**src/msp_pkg.sv**
```systemverilog
// Shared constants and types for the majority stride page prefetcher.
package msp_pkg;

  localparam int unsigned PageW       = 52;
  localparam int unsigned DeltaW      = 53;
  localparam int unsigned HistDepthDf = 8;
  localparam int unsigned WindowCap   = 1 << 3;
  localparam int unsigned CntW        = 4;
  localparam int unsigned HitsMax     = 15;

  typedef logic [PageW-1:0]  page_t;
  typedef logic [DeltaW-1:0] delta_t;

endpackage

```
**src/msp_ram.sv**
```systemverilog
// Generic single-port-write, single-port-read RAM with a registered read.
module msp_ram #(
  parameter int unsigned Width = 8,
  parameter int unsigned Depth = 8
) (
  input  logic                     clk_i,
  input  logic                     we_i,
  input  logic [$clog2(Depth)-1:0] waddr_i,
  input  logic [Width-1:0]         wdata_i,
  input  logic [$clog2(Depth)-1:0] raddr_i,
  output logic [Width-1:0]         rdata_o
);

  logic [Width-1:0] mem_q [Depth];

  always_ff @(posedge clk_i) begin
    if (we_i) begin
      mem_q[waddr_i] <= wdata_i;
    end
    rdata_o <= mem_q[raddr_i];
  end

endmodule

```
**src/majority_stride_page_prefetcher.sv**
```systemverilog
// Top level of the majority stride page prefetcher.
// Each item is a page event. A hit item (func_i = 0) is pushed into a ring of
// (page, delta) held in two synchronous RAMs with a registered read and
// produces no result. After a hit item is accepted the input stalls while the
// newest page is read and then the new entry is written, so a new hit item is
// taken only after both steps. A fault item is pushed the same way. A
// Boyer-Moore vote then runs over the newest 2, 4, 8 ... deltas, reading one
// delta per cycle from the delta RAM. Each region has a candidate pass and a
// count pass. With a full history of eight a fault runs up to three regions.
// Up to 8 results follow, one per cycle while the output is not stalled. The
// input stays stalled until the last result of the run is loaded into the
// output register. The stride is the majority delta, else the previous stride,
// else +1/-1 by direction from the previous fault page. The block takes one
// item at a time.
module majority_stride_page_prefetcher #(
  parameter int unsigned HISTORY_DEPTH = msp_pkg::HistDepthDf
) (
  input  logic                     clk_i,
  input  logic                     rst_ni,
  input  logic                     in_valid_i,
  output logic                     in_stall_o,
  input  logic                     func_i,
  input  logic [msp_pkg::PageW-1:0] page_number_i,
  output logic                     out_valid_o,
  input  logic                     out_stall_i,
  output logic [msp_pkg::PageW-1:0] prefetch_page_o,
  output logic                     from_trend_o,
  output logic                     last_o
);

  import msp_pkg::*;

  localparam int unsigned AW = $clog2(HISTORY_DEPTH);
  localparam int unsigned FW = $clog2(HISTORY_DEPTH + 1);
  localparam int unsigned SW = $clog2(2 * HISTORY_DEPTH + 1);

  localparam logic [3:0] StIdle  = 4'd0;
  localparam logic [3:0] StRdTop = 4'd1;
  localparam logic [3:0] StPush  = 4'd2;
  localparam logic [3:0] StVoteA = 4'd3;
  localparam logic [3:0] StVoteB = 4'd4;
  localparam logic [3:0] StCntA  = 4'd5;
  localparam logic [3:0] StCntB  = 4'd6;
  localparam logic [3:0] StWin   = 4'd8;
  localparam logic [3:0] StEmit  = 4'd9;

  logic [3:0]    state_q, state_d;
  logic          func_q;
  page_t         page_q;
  logic [AW-1:0] head_q;
  logic [FW-1:0] fill_q;
  logic [CntW-1:0] hits_q, lastwin_q;
  page_t         pfault_q;
  delta_t        pstride_q;
  logic [SW-1:0] size_q;
  logic [SW-1:0] j_q;
  logic [SW-1:0] cnt_q;
  delta_t        cand_q, stride_q;
  logic          trend_q;
  logic [CntW-1:0] win_q, k_q;
  page_t         acc_q;

  // RAM ports
  logic          we;
  logic [AW-1:0] raddr;
  page_t         rpage;
  delta_t        rdelta, wdelta;

  msp_ram #(.Width(PageW), .Depth(HISTORY_DEPTH)) u_page_ram (
    .clk_i, .we_i(we), .waddr_i(head_q), .wdata_i(page_q),
    .raddr_i(raddr), .rdata_o(rpage)
  );
  msp_ram #(.Width(DeltaW), .Depth(HISTORY_DEPTH)) u_delta_ram (
    .clk_i, .we_i(we), .waddr_i(head_q), .wdata_i(wdelta),
    .raddr_i(raddr), .rdata_o(rdelta)
  );

  // slot of a given age: head - 1 - age (mod depth), age never above depth
  function automatic logic [AW-1:0] slot_of(input logic [AW-1:0] hd,
                                            input logic [SW-1:0] age);
    logic [SW+AW:0] s;
    begin
      s = (SW+AW+1)'(hd) + (SW+AW+1)'(2 * HISTORY_DEPTH - 1) - (SW+AW+1)'(age);
      if (s >= (SW+AW+1)'(2 * HISTORY_DEPTH)) s = s - (SW+AW+1)'(2 * HISTORY_DEPTH);
      else if (s >= (SW+AW+1)'(HISTORY_DEPTH)) s = s - (SW+AW+1)'(HISTORY_DEPTH);
      return AW'(s);
    end
  endfunction

  assign we = (state_q == StPush);
  assign wdelta = (fill_q == '0) ? '0 : delta_t'({1'b0, page_q} - {1'b0, rpage});

  always_comb begin
    raddr = slot_of(head_q, j_q);
    if (state_q == StIdle || state_q == StRdTop) raddr = slot_of(head_q, '0);
  end

  // window choice
  logic [CntW-1:0] pages, half, win_n;
  always_comb begin
    priority case (1'b1)
      (hits_q == '0): pages = trend_q ? CntW'(1) : CntW'(0);
      (hits_q == CntW'(1)): pages = CntW'(2);
      (hits_q <= CntW'(3)): pages = CntW'(4);
      default: pages = CntW'(WindowCap);
    endcase
    half  = lastwin_q >> 1;
    win_n = (pages < half) ? half : pages;
  end

  // region control: after the push start with two, after a failed count double
  logic [SW-1:0] nsz;
  logic [FW-1:0] fill_cmp;
  logic          found, fits;
  always_comb begin
    nsz      = (state_q == StPush) ? SW'(WindowCap / 4) : SW'(size_q << 1);
    fill_cmp = (state_q == StPush && fill_q < FW'(HISTORY_DEPTH)) ? fill_q + 1'b1 : fill_q;
    fits     = (nsz <= SW'(fill_cmp));
    found    = ((cnt_q + SW'(rdelta == cand_q)) > (size_q >> 1));
  end

  assign in_stall_o = (state_q != StIdle);

  logic emit_fire;
  assign emit_fire = (state_q == StEmit) && (!out_valid_o || !out_stall_i);

  always_comb begin
    state_d = state_q;
    unique case (state_q)
      StIdle:  if (in_valid_i) state_d = StRdTop;
      StRdTop: state_d = StPush;
      StPush:  state_d = !func_q ? StIdle : (fits ? StVoteA : StWin);
      StVoteA: state_d = StVoteB;
      StVoteB: state_d = (j_q == size_q) ? StCntA : StVoteB;
      StCntA:  state_d = StCntB;
      StCntB:  if (j_q == size_q) state_d = (!found && fits) ? StVoteA : StWin;
      StWin:   state_d = (win_n == '0) ? StIdle : StEmit;
      StEmit:  if (emit_fire && k_q == win_q) state_d = StIdle;
      default: state_d = StIdle;
    endcase
  end

  // result register
  always_ff @(posedge clk_i or negedge rst_ni) begin
    if (!rst_ni) begin
      out_valid_o <= 1'b0;
    end else if (emit_fire) begin
      out_valid_o <= 1'b1;
    end else if (!out_stall_i) begin
      out_valid_o <= 1'b0;
    end
  end

  always_ff @(posedge clk_i) begin
    if (emit_fire) begin
      prefetch_page_o <= acc_q + stride_q[PageW-1:0];
      from_trend_o    <= trend_q;
      last_o          <= (k_q == win_q);
    end
  end

  always_ff @(posedge clk_i or negedge rst_ni) begin
    if (!rst_ni) begin
      state_q   <= StIdle;
      func_q    <= 1'b0;
      page_q    <= '0;
      head_q    <= '0;
      fill_q    <= '0;
      hits_q    <= '0;
      lastwin_q <= '0;
      pfault_q  <= '0;
      pstride_q <= '0;
      trend_q   <= 1'b0;
      size_q    <= '0;
      j_q       <= '0;
      cnt_q     <= '0;
      cand_q    <= '0;
      stride_q  <= '0;
      acc_q     <= '0;
      k_q       <= '0;
      win_q     <= '0;
    end else begin
      state_q <= state_d;
      unique case (state_q)
        StIdle: if (in_valid_i) begin
          func_q <= func_i;
          page_q <= page_number_i;
        end
        StRdTop: ;
        StPush: begin
          head_q <= (head_q == AW'(HISTORY_DEPTH - 1)) ? '0 : head_q + 1'b1;
          if (fill_q < FW'(HISTORY_DEPTH)) fill_q <= fill_q + 1'b1;
          if (!func_q) begin
            if (hits_q < CntW'(HitsMax)) hits_q <= hits_q + 1'b1;
          end
          trend_q <= 1'b0;
          size_q  <= nsz;
          j_q     <= '0;
        end
        StVoteA: begin
          // delta of age 0 arrives next cycle; candidate starts there
          j_q <= j_q + 1'b1;
        end
        StVoteB: begin
          // rdelta holds the delta of age j_q - 1
          if (j_q == SW'(1)) begin
            cand_q <= rdelta;
            cnt_q  <= SW'(1);
          end else if (rdelta == cand_q) begin
            cnt_q <= cnt_q + 1'b1;
          end else if (cnt_q == SW'(1)) begin
            cand_q <= rdelta;
            cnt_q  <= SW'(1);
          end else begin
            cnt_q <= cnt_q - 1'b1;
          end
          j_q <= (j_q == size_q) ? '0 : j_q + 1'b1;
        end
        StCntA: begin
          cnt_q <= '0;
          j_q   <= j_q + 1'b1;
        end
        StCntB: begin
          if (j_q == size_q) begin
            if (found) begin
              trend_q <= 1'b1;
            end else begin
              size_q <= nsz;
              j_q    <= '0;
            end
          end else begin
            if (rdelta == cand_q) cnt_q <= cnt_q + 1'b1;
            j_q <= j_q + 1'b1;
          end
        end
        StWin: begin
          win_q     <= win_n;
          lastwin_q <= win_n;
          k_q       <= CntW'(1);
          acc_q     <= page_q;
          if (!trend_q) begin
            if (pstride_q == '0) stride_q <= (page_q > pfault_q) ? DeltaW'(1) : '1;
            else stride_q <= pstride_q;
          end else begin
            stride_q <= cand_q;
          end
          pfault_q <= page_q;
          hits_q   <= '0;
        end
        StEmit: if (emit_fire) begin
          acc_q     <= acc_q + stride_q[PageW-1:0];
          k_q       <= k_q + 1'b1;
          pstride_q <= stride_q;
        end
        default: ;
      endcase
    end
  end

  // vote region never exceeds the filled history
  assert property (@(posedge clk_i) disable iff (!rst_ni)
    (state_q == StVoteB) |-> ({1'b0, size_q} <= (SW+1)'(fill_q)))
    else $error("vote region larger than history");
  // results never go beyond a non-empty window
  assert property (@(posedge clk_i) disable iff (!rst_ni)
    emit_fire |-> (k_q <= win_q && win_q != '0))
    else $error("prefetch beyond window");
  // input is held off while results are emitted
  assert property (@(posedge clk_i) disable iff (!rst_ni)
    (state_q == StEmit) |-> in_stall_o)
    else $error("input accepted while emitting");

endmodule
```
**config.mk**
```make
export PLATFORM = sky130hd
export DESIGN_NAME = majority_stride_page_prefetcher
export DESIGN_NICKNAME = d
export VERILOG_FILES = /design/src/msp_pkg.sv /design/src/msp_ram.sv /design/src/majority_stride_page_prefetcher.sv
export SDC_FILE = /design/constraint.sdc
export NUM_CORES = 2
export LEC_CHECK = 0
export BUFFER_PORTS_ARGS = -buffer_cell sky130_fd_sc_hd__buf_2
export CAP_MARGIN = 15
export CORE_MARGIN = 2
export CORE_UTILIZATION = 45
export CTS_BUF_LIST = sky130_fd_sc_hd__clkbuf_8
export DETAILED_ROUTE_END_ITERATION = 8
export PLACE_DENSITY = 0.72
export SLEW_MARGIN = 20
export SYNTH_ARGS = -nofsm -noshare
export SYNTH_HDL_FRONTEND = slang
export SYNTH_SLANG_ARGS = --single-unit
```
**constraint.sdc**
```tcl
create_clock -name clk_i -period 11.12 [get_ports clk_i]
set_input_delay 2.224 -clock clk_i [delete_from_list [all_inputs] [get_ports clk_i]]
set_output_delay 2.224 -clock clk_i [all_outputs]
set_load 0.02 [all_outputs]
```
[Yosys cells after proc, flatten, opt, wreduce, memory -nomap -nowiden]
Memory sizes are Yosys's and may differ from the RTL's. A register that Yosys moved wholly into a read port is not among the register bits.
Cells that the tools add are included.
Storage, ports and cells
  bits in registers: 410
  output and inout bits: 56
  bits in latches: 0
  memories: 2
  memory bits (read-only): 0
  memory bits (writable): 840
Memory list
  u_delta_ram.mem_q: depth 8, width 53, read ports 1, clocked after memory_dff 1, write ports 1, RTL line msp_ram.sv:14  | logic [Width-1:0] mem_q [Depth];
  u_page_ram.mem_q: depth 8, width 52, read ports 1, clocked after memory_dff 1, write ports 1, RTL line msp_ram.sv:14
Operators by class
  equal/unequal tests: 28
  reduce and logical (&&, ||, !) cells: 33
  multiply operators: 0
  div/mod/pow operators: 0
  shift operators: 0
  $add $sub $neg: 16
  $lt $le $gt $ge: 11
  bitwise gates (word level): 0
  multiplexer cells: 56
Operators by type and width (number)
  53-bit two-way mux: 7
  52-bit one-hot mux with 2 select lines: 1
  4-bit two-way mux: 15
  5-bit two-way mux: 11
  53-bit == test: 1
  53-bit zero test: 1
  52-bit by 52-bit subtractor with 53-bit output: 1
  52-bit adder: 1
  52-bit greater-than comparator: 1
  52-bit two-way mux: 1
  4-bit one-hot mux with 9 select lines: 1
  2-bit inequality test, second input constant: 10
  5-bit one-hot mux with 4 select lines: 1
  3-bit two-way mux: 6
  3-bit AND reduction: 6
  4-bit zero test: 4
  4-bit one-hot mux with 2 select lines: 2
  5-bit one-hot mux with 3 select lines: 1
  4-bit by 1-bit adder with 4-bit output, second input constant: 3
  4-bit by 3-bit == test with 1-bit output, second input constant: 3
  3-bit by 1-bit subtractor with 3-bit output, second input constant: 4
  5-bit by 1-bit adder with 5-bit output, second input constant: 2
  5-bit by 1-bit == test with 1-bit output, second input constant: 2
  5-bit one-hot mux with 2 select lines: 1
  32 further kinds: 58

[Logic depth before layout (Yosys ltp)]
  word-level depth: 9
  gate-level depth with buffers: 19
  depth with buffers taken out: 19

[Cells and area by module]
From an unflattened synthesis, not the netlist that was laid out.
Unflattened totals
  cell total of the unflattened synthesis: 4019
  area total of the unflattened synthesis: 58721.3 um2
Modules (own cells, without submodules)
  majority_stride_page_prefetcher: instances 1, sequential area each 10505.1 um2, area each 24928.9 um2, cells an instance 2673
  msp_ram at u_delta_ram: instances 1, sequential area each 13793.2 um2, area each 17051.4 um2, cells an instance 679
  msp_ram at u_page_ram: instances 1, sequential area each 13533.0 um2, area each 16741.1 um2, cells an instance 667

[Worst setup path after synthesis]
OpenSTA, ideal clock, no wires.
  path kind: register to register
  start: register state_q[3]
  end: memory u_delta_ram.mem_q[0][0] in the netlist's numbering (enable)
  path buffers: 2
  data arrival time: 10.969 ns
  required time: 10.294 ns
  period minus slack after synthesis: 11.795 ns
  library setup time: 0.826 ns
  slack: -0.675 ns
  cell stages (with the launch flop): 6
  cell sequence: dfrtp_1 -> clkbuf_1 -> nor2_1 -> nand3_1 -> clkbuf_1 -> nor4_1
On the way
  cells in the longest elaborated chain, start to end: 3
RTL lines
  start: declaration: RTL line majority_stride_page_prefetcher.sv:47  | logic [3:0] state_q, state_d;
  start signal: assignment: RTL line majority_stride_page_prefetcher.sv:164  | state_q <= StIdle;
  start signal: assignment: RTL line majority_stride_page_prefetcher.sv:183  | state_q <= state_d;
  4-bit by 2-bit == test with 1-bit output: RTL line majority_stride_page_prefetcher.sv:90  | assign we = (state_q == StPush);
  1-bit two-way mux: RTL line msp_ram.sv:17  | if (we_i) begin
  1-bit two-way mux (implied by the code): RTL line msp_ram.sv:18  | mem_q[waddr_i] <= wdata_i;
  end: declaration: RTL line msp_ram.sv:14
No other way between the ends.

[Worst setup path after layout]
  start: register page_q[10]
  end: memory u_delta_ram.mem_q[6][52] in the netlist's numbering, data pin
On the way
  cells in the longest elaborated chain, start to end: 2
RTL lines
  start: declaration: RTL line majority_stride_page_prefetcher.sv:49  | page_t page_q;
  start signal: assignment: RTL line majority_stride_page_prefetcher.sv:187  | page_q <= page_number_i;
  52-bit by 52-bit subtractor with 53-bit output: RTL line majority_stride_page_prefetcher.sv:91  | assign wdelta = (fill_q == '0) ? '0 : delta_t'({1'b0, page_q} - {1'b0, rpage});
  53-bit two-way mux: RTL line majority_stride_page_prefetcher.sv:91
  net u_delta_ram.wdata_i[52]: RTL line msp_ram.sv:9  | input logic [Width-1:0] wdata_i,
The timed path passes the listed nets, and every way through them passes these cells.

==> results.json <==
{
  "wl_per_cell_um": 23.5,
  "reg2regPathDepth": 12,
  "cp_slowest_cell": "a211oi_1",
  "core.rowCount": 132,
  "die_area_um2": 133000,
  "ys_async_sr_fraction_pct": 26.2,
  "cp.depth": 12,
  "cts_buffers": 199,
  "relSlewSlack_pct": 28.5,
  "yosys_warnings": 0,
  "synthMuxAreaShare_pct": 12.3,
  "grt_pass1_wl_um": 220000,
  "viasPerCell": 5.75,
  "max_freq_mhz": 211,
  "root_buffer": "clkbuf_8",
  "drv_slew": 0,
  "grt_start_max_net_pins": 112,
  "clk_pin_slew_worst_paths_ns": 0.06,
  "drv_cap": 0,
  "post_cts_buffers": 0,
  "cp_top_family": "compound AO/OA/AOI/OAI gates",
  "synthAdderAreaFrac_pct": 3.96,
  "status": "complete, no violations",
  "worst_pin_slew_ns": 1.07,
  "synth_edf_count": 894,
  "setup_viol": 0,
  "routed-via-count": 35700,
  "wl_um": 146000,
  "skew_ns": 0.0464,
  "cp.required_ns": 11.72,
  "cts.repair.resized": 0,
  "hpwl_um": 92300,
  "yosys.area_share.simple_pct": 6.86,
  "cts.sink_count": 1354,
  "cts-htree-levels": 4,
  "die_x_um": 365,
  "drc": 0,
  "clk_path_buf_depth": 3,
  "slowest_delay_ns": 0.71,
  "hold_class": "flop to flop",
  "initial_core_util_pct": 45.4,
  "die_y_um": 365,
  "antenna_left": 0,
  "ys_seq_area_share_pct": 64.4,
  "min_period_ns": 4.75,
  "drive_above_1_share_pct": 20.4,
  "ctsHoldBuffers": 0,
  "drtPass1Iterations": 6,
  "io_buffers": 112,
  "design.core.area_um2": 129000,
  "cp.arrival_ns": 5.35,
  "ioPinCount": 113,
  "synth_cells": 4119,
  "synth_cell_types": 84,
  "synth_top_family_by_area": "multiplexers",
  "grt_pass1_vias": 35200,
  "grt.total_usage_pct": 22.1,
  "ys.flop_type": "edfxtp_1",
  "start_kind": "flop",
  "area_growth_pct": 11.2,
  "crit_type": "flop to flop",
  "finalHoldViolCount": 0,
  "cp-end-kind": "flop",
  "fin_crit_sh_pct": 42.7,
  "avgSynthCellArea_um2": 14.3,
  "drt_iter0_drc": 3931,
  "critPathMaxFanout": 13,
  "cts_tree": "built",
  "antenna_found_initial": 7,
  "synth_xor_area_share_pct": 2.52,
  "rsz0062_at_grt": "no",
  "ys_ff_latch": 1354,
  "synth_compound_gate_area_share_pct": 7.54,
  "fin_tns_setup_ns": 0,
  "gp_congestion": 0.943,
  "crit_buf_inv": 0,
  "overflow": 0,
  "crit_chain": "ha_1 > nand4_1 > o221ai_1 > a311oi_2 > a21oi_1 > o2111ai_1 > o211ai_1 > a21oi_2 > o221ai_2 > a221oi_2 > o21ai_1 > a211oi_1",
  "final_nets": 4536,
  "synth_area_um2": 58700,
  "syn_nets": 4360,
  "worstSkewPairLatency_ns": 0.93,
  "worstHoldPathCells": 1
}
## logic make-up (layout without fill, tap and decap cells)
kind of cell	Yosys count	count (layout)
compound gates	695	695
xor+xnor	169	169
fa+ha+maj	184	184
buf+inv	346	696
flops	1354	1354
mux	434	434
other cells	0	4
simple gates	937	937
## worst paths after layout
| check | from | end | slack [ns] |
|---|---|---|---|
| worst max-delay path | page_q[10] | u_delta_ram.mem_q[6][52] | 6.37 |
| worst max register to register | page_q[10] | u_delta_ram.mem_q[6][52] | 6.37 |
| worst min-delay path | pfault_q[46] | pfault_q[46] | 0.48 |
| worst min register to register | pfault_q[46] | pfault_q[46] | 0.48 |
| max in group asynchronous | rst_ni | cand_q[49] | 7.45 |
| min in group asynchronous | rst_ni | page_q[48] | 1.37 |
## registers in the layout, summed over array words and instances, names as in the netlist, 5 cells and up
signal and flops:
u_page_ram.rdata_o 52, j_q 5, acc_q 52, page_q 52, u_page_ram.mem_q 416, prefetch_page_o 52, pfault_q 52, cnt_q 5
u_delta_ram.mem_q 424, u_delta_ram.rdata_o 53, pstride_q 53, cand_q 53, stride_q 53
## Yosys cell counts, types with 4 or more instances
cell type	instances	share of area [%]
nand3_1	41	0.35
nor4_1	23	0.25
a221oi_1	4	0.060
nand4_1	49	0.52
nor3_1	34	0.29
a21oi_2	7	0.10
clkbuf_1	143	0.91
buf_1	8	0.051
o21ai_1	14	0.12
buf_6	6	0.12
o31ai_1	60	0.77
edfxtp_1	894	46
o21a_1	14	0.18
a41o_1	4	0.068
xnor2_1	94	1.4
xor2_1	75	1.1
nand2b_1	19	0.20
a21o_1	97	1.2
a211oi_1	14	0.18
and3_1	12	0.13
a31o_2	4	0.060
a21boi_0	5	0.064
or3_1	8	0.085
mux2_2	213	4.1
o211ai_1	9	0.12
o31a_1	4	0.060
o22ai_1	5	0.053
buf_2	34	0.29
a31oi_1	50	0.53
a311oi_1	4	0.060
dfxtp_1	105	3.6
ha_1	181	3.9
mux2i_1	10	0.17
o21bai_1	14	0.18
a21oi_1	208	1.8
nand2_1	462	3.0
nor2b_1	19	0.20
mux4_2	210	8.1
o21ai_0	136	1.2
nor2_1	250	1.6
dfrtp_1	355	15
inv_1	154	0.98
a221o_1	6	0.10
## routing by layer
metal  routed length (µm)  vias to the layer above  GRT usage, %  part of all wire (%)
met4                 5570                        0          9.17                   3.8
li1                     -                    15800             -                     -
met1                63500                    18200          31.4                    43
met2                67000                     1471          33.9                    46
met5                    0                        -             0                     0
met3                10200                      234          3.62                   7.0
## cells in the final DEF (no fill, tap or decap), types with 60 or more instances in the layout
master / instances
a21oi_1: 208
buf_2: 111
nor2_1: 245
o31ai_1: 60
xnor2_1: 93
xor2_1: 75
dfxtp_1: 105
mux4_2: 210
clkbuf_8: 235
mux2_2: 213
o21ai_0: 136
edfxtp_1: 894
a21o_1: 97
ha_1: 181
dfrtp_1: 355
inv_1: 245
nand2_1: 458
## worst reg2reg max path, stage by stage, from the launching register on
cell and delay, ns:
dfrtp_1 0.68, ha_1 0.41, nand4_1 0.24, o221ai_1 0.17, a311oi_2 0.34, a21oi_1 0.26, o2111ai_1 0.40, o211ai_1 0.22
a21oi_2 0.26, o221ai_2 0.16, a221oi_2 0.37, o21ai_1 0.19, a211oi_1 0.71
## cell type report
type	instances	area, µm²
inverters	155	584
clock inverters	140	772
fillers	10900	64200
flip-flops and latches	1354	37800
clock buffers	235	3230
repair buffers	166	1030
multi-input cells	2419	19700
diodes	4	10.0
well taps	1742	2180
## per-stage QoR
stage                     hold slack (ns)  utilization [%]  cell area, µm²  instances  setup slack, ns
after detailed placement            0.467             47.3           61300       5836             6.35
after floorplan                     0.439                -           58700       4119             1.74
after CTS                           0.480             50.4           65300       6211             6.31
after global placement              0.455             47.3           61300       5836             6.40
after global routing                0.495             50.4           65300       6215             5.96
final                               0.481             50.4           65300       6215             6.37
Power is left out: the tool's default activity adds up to more than one toggle a clock period on the data nets, which glitch-free logic cannot reach.
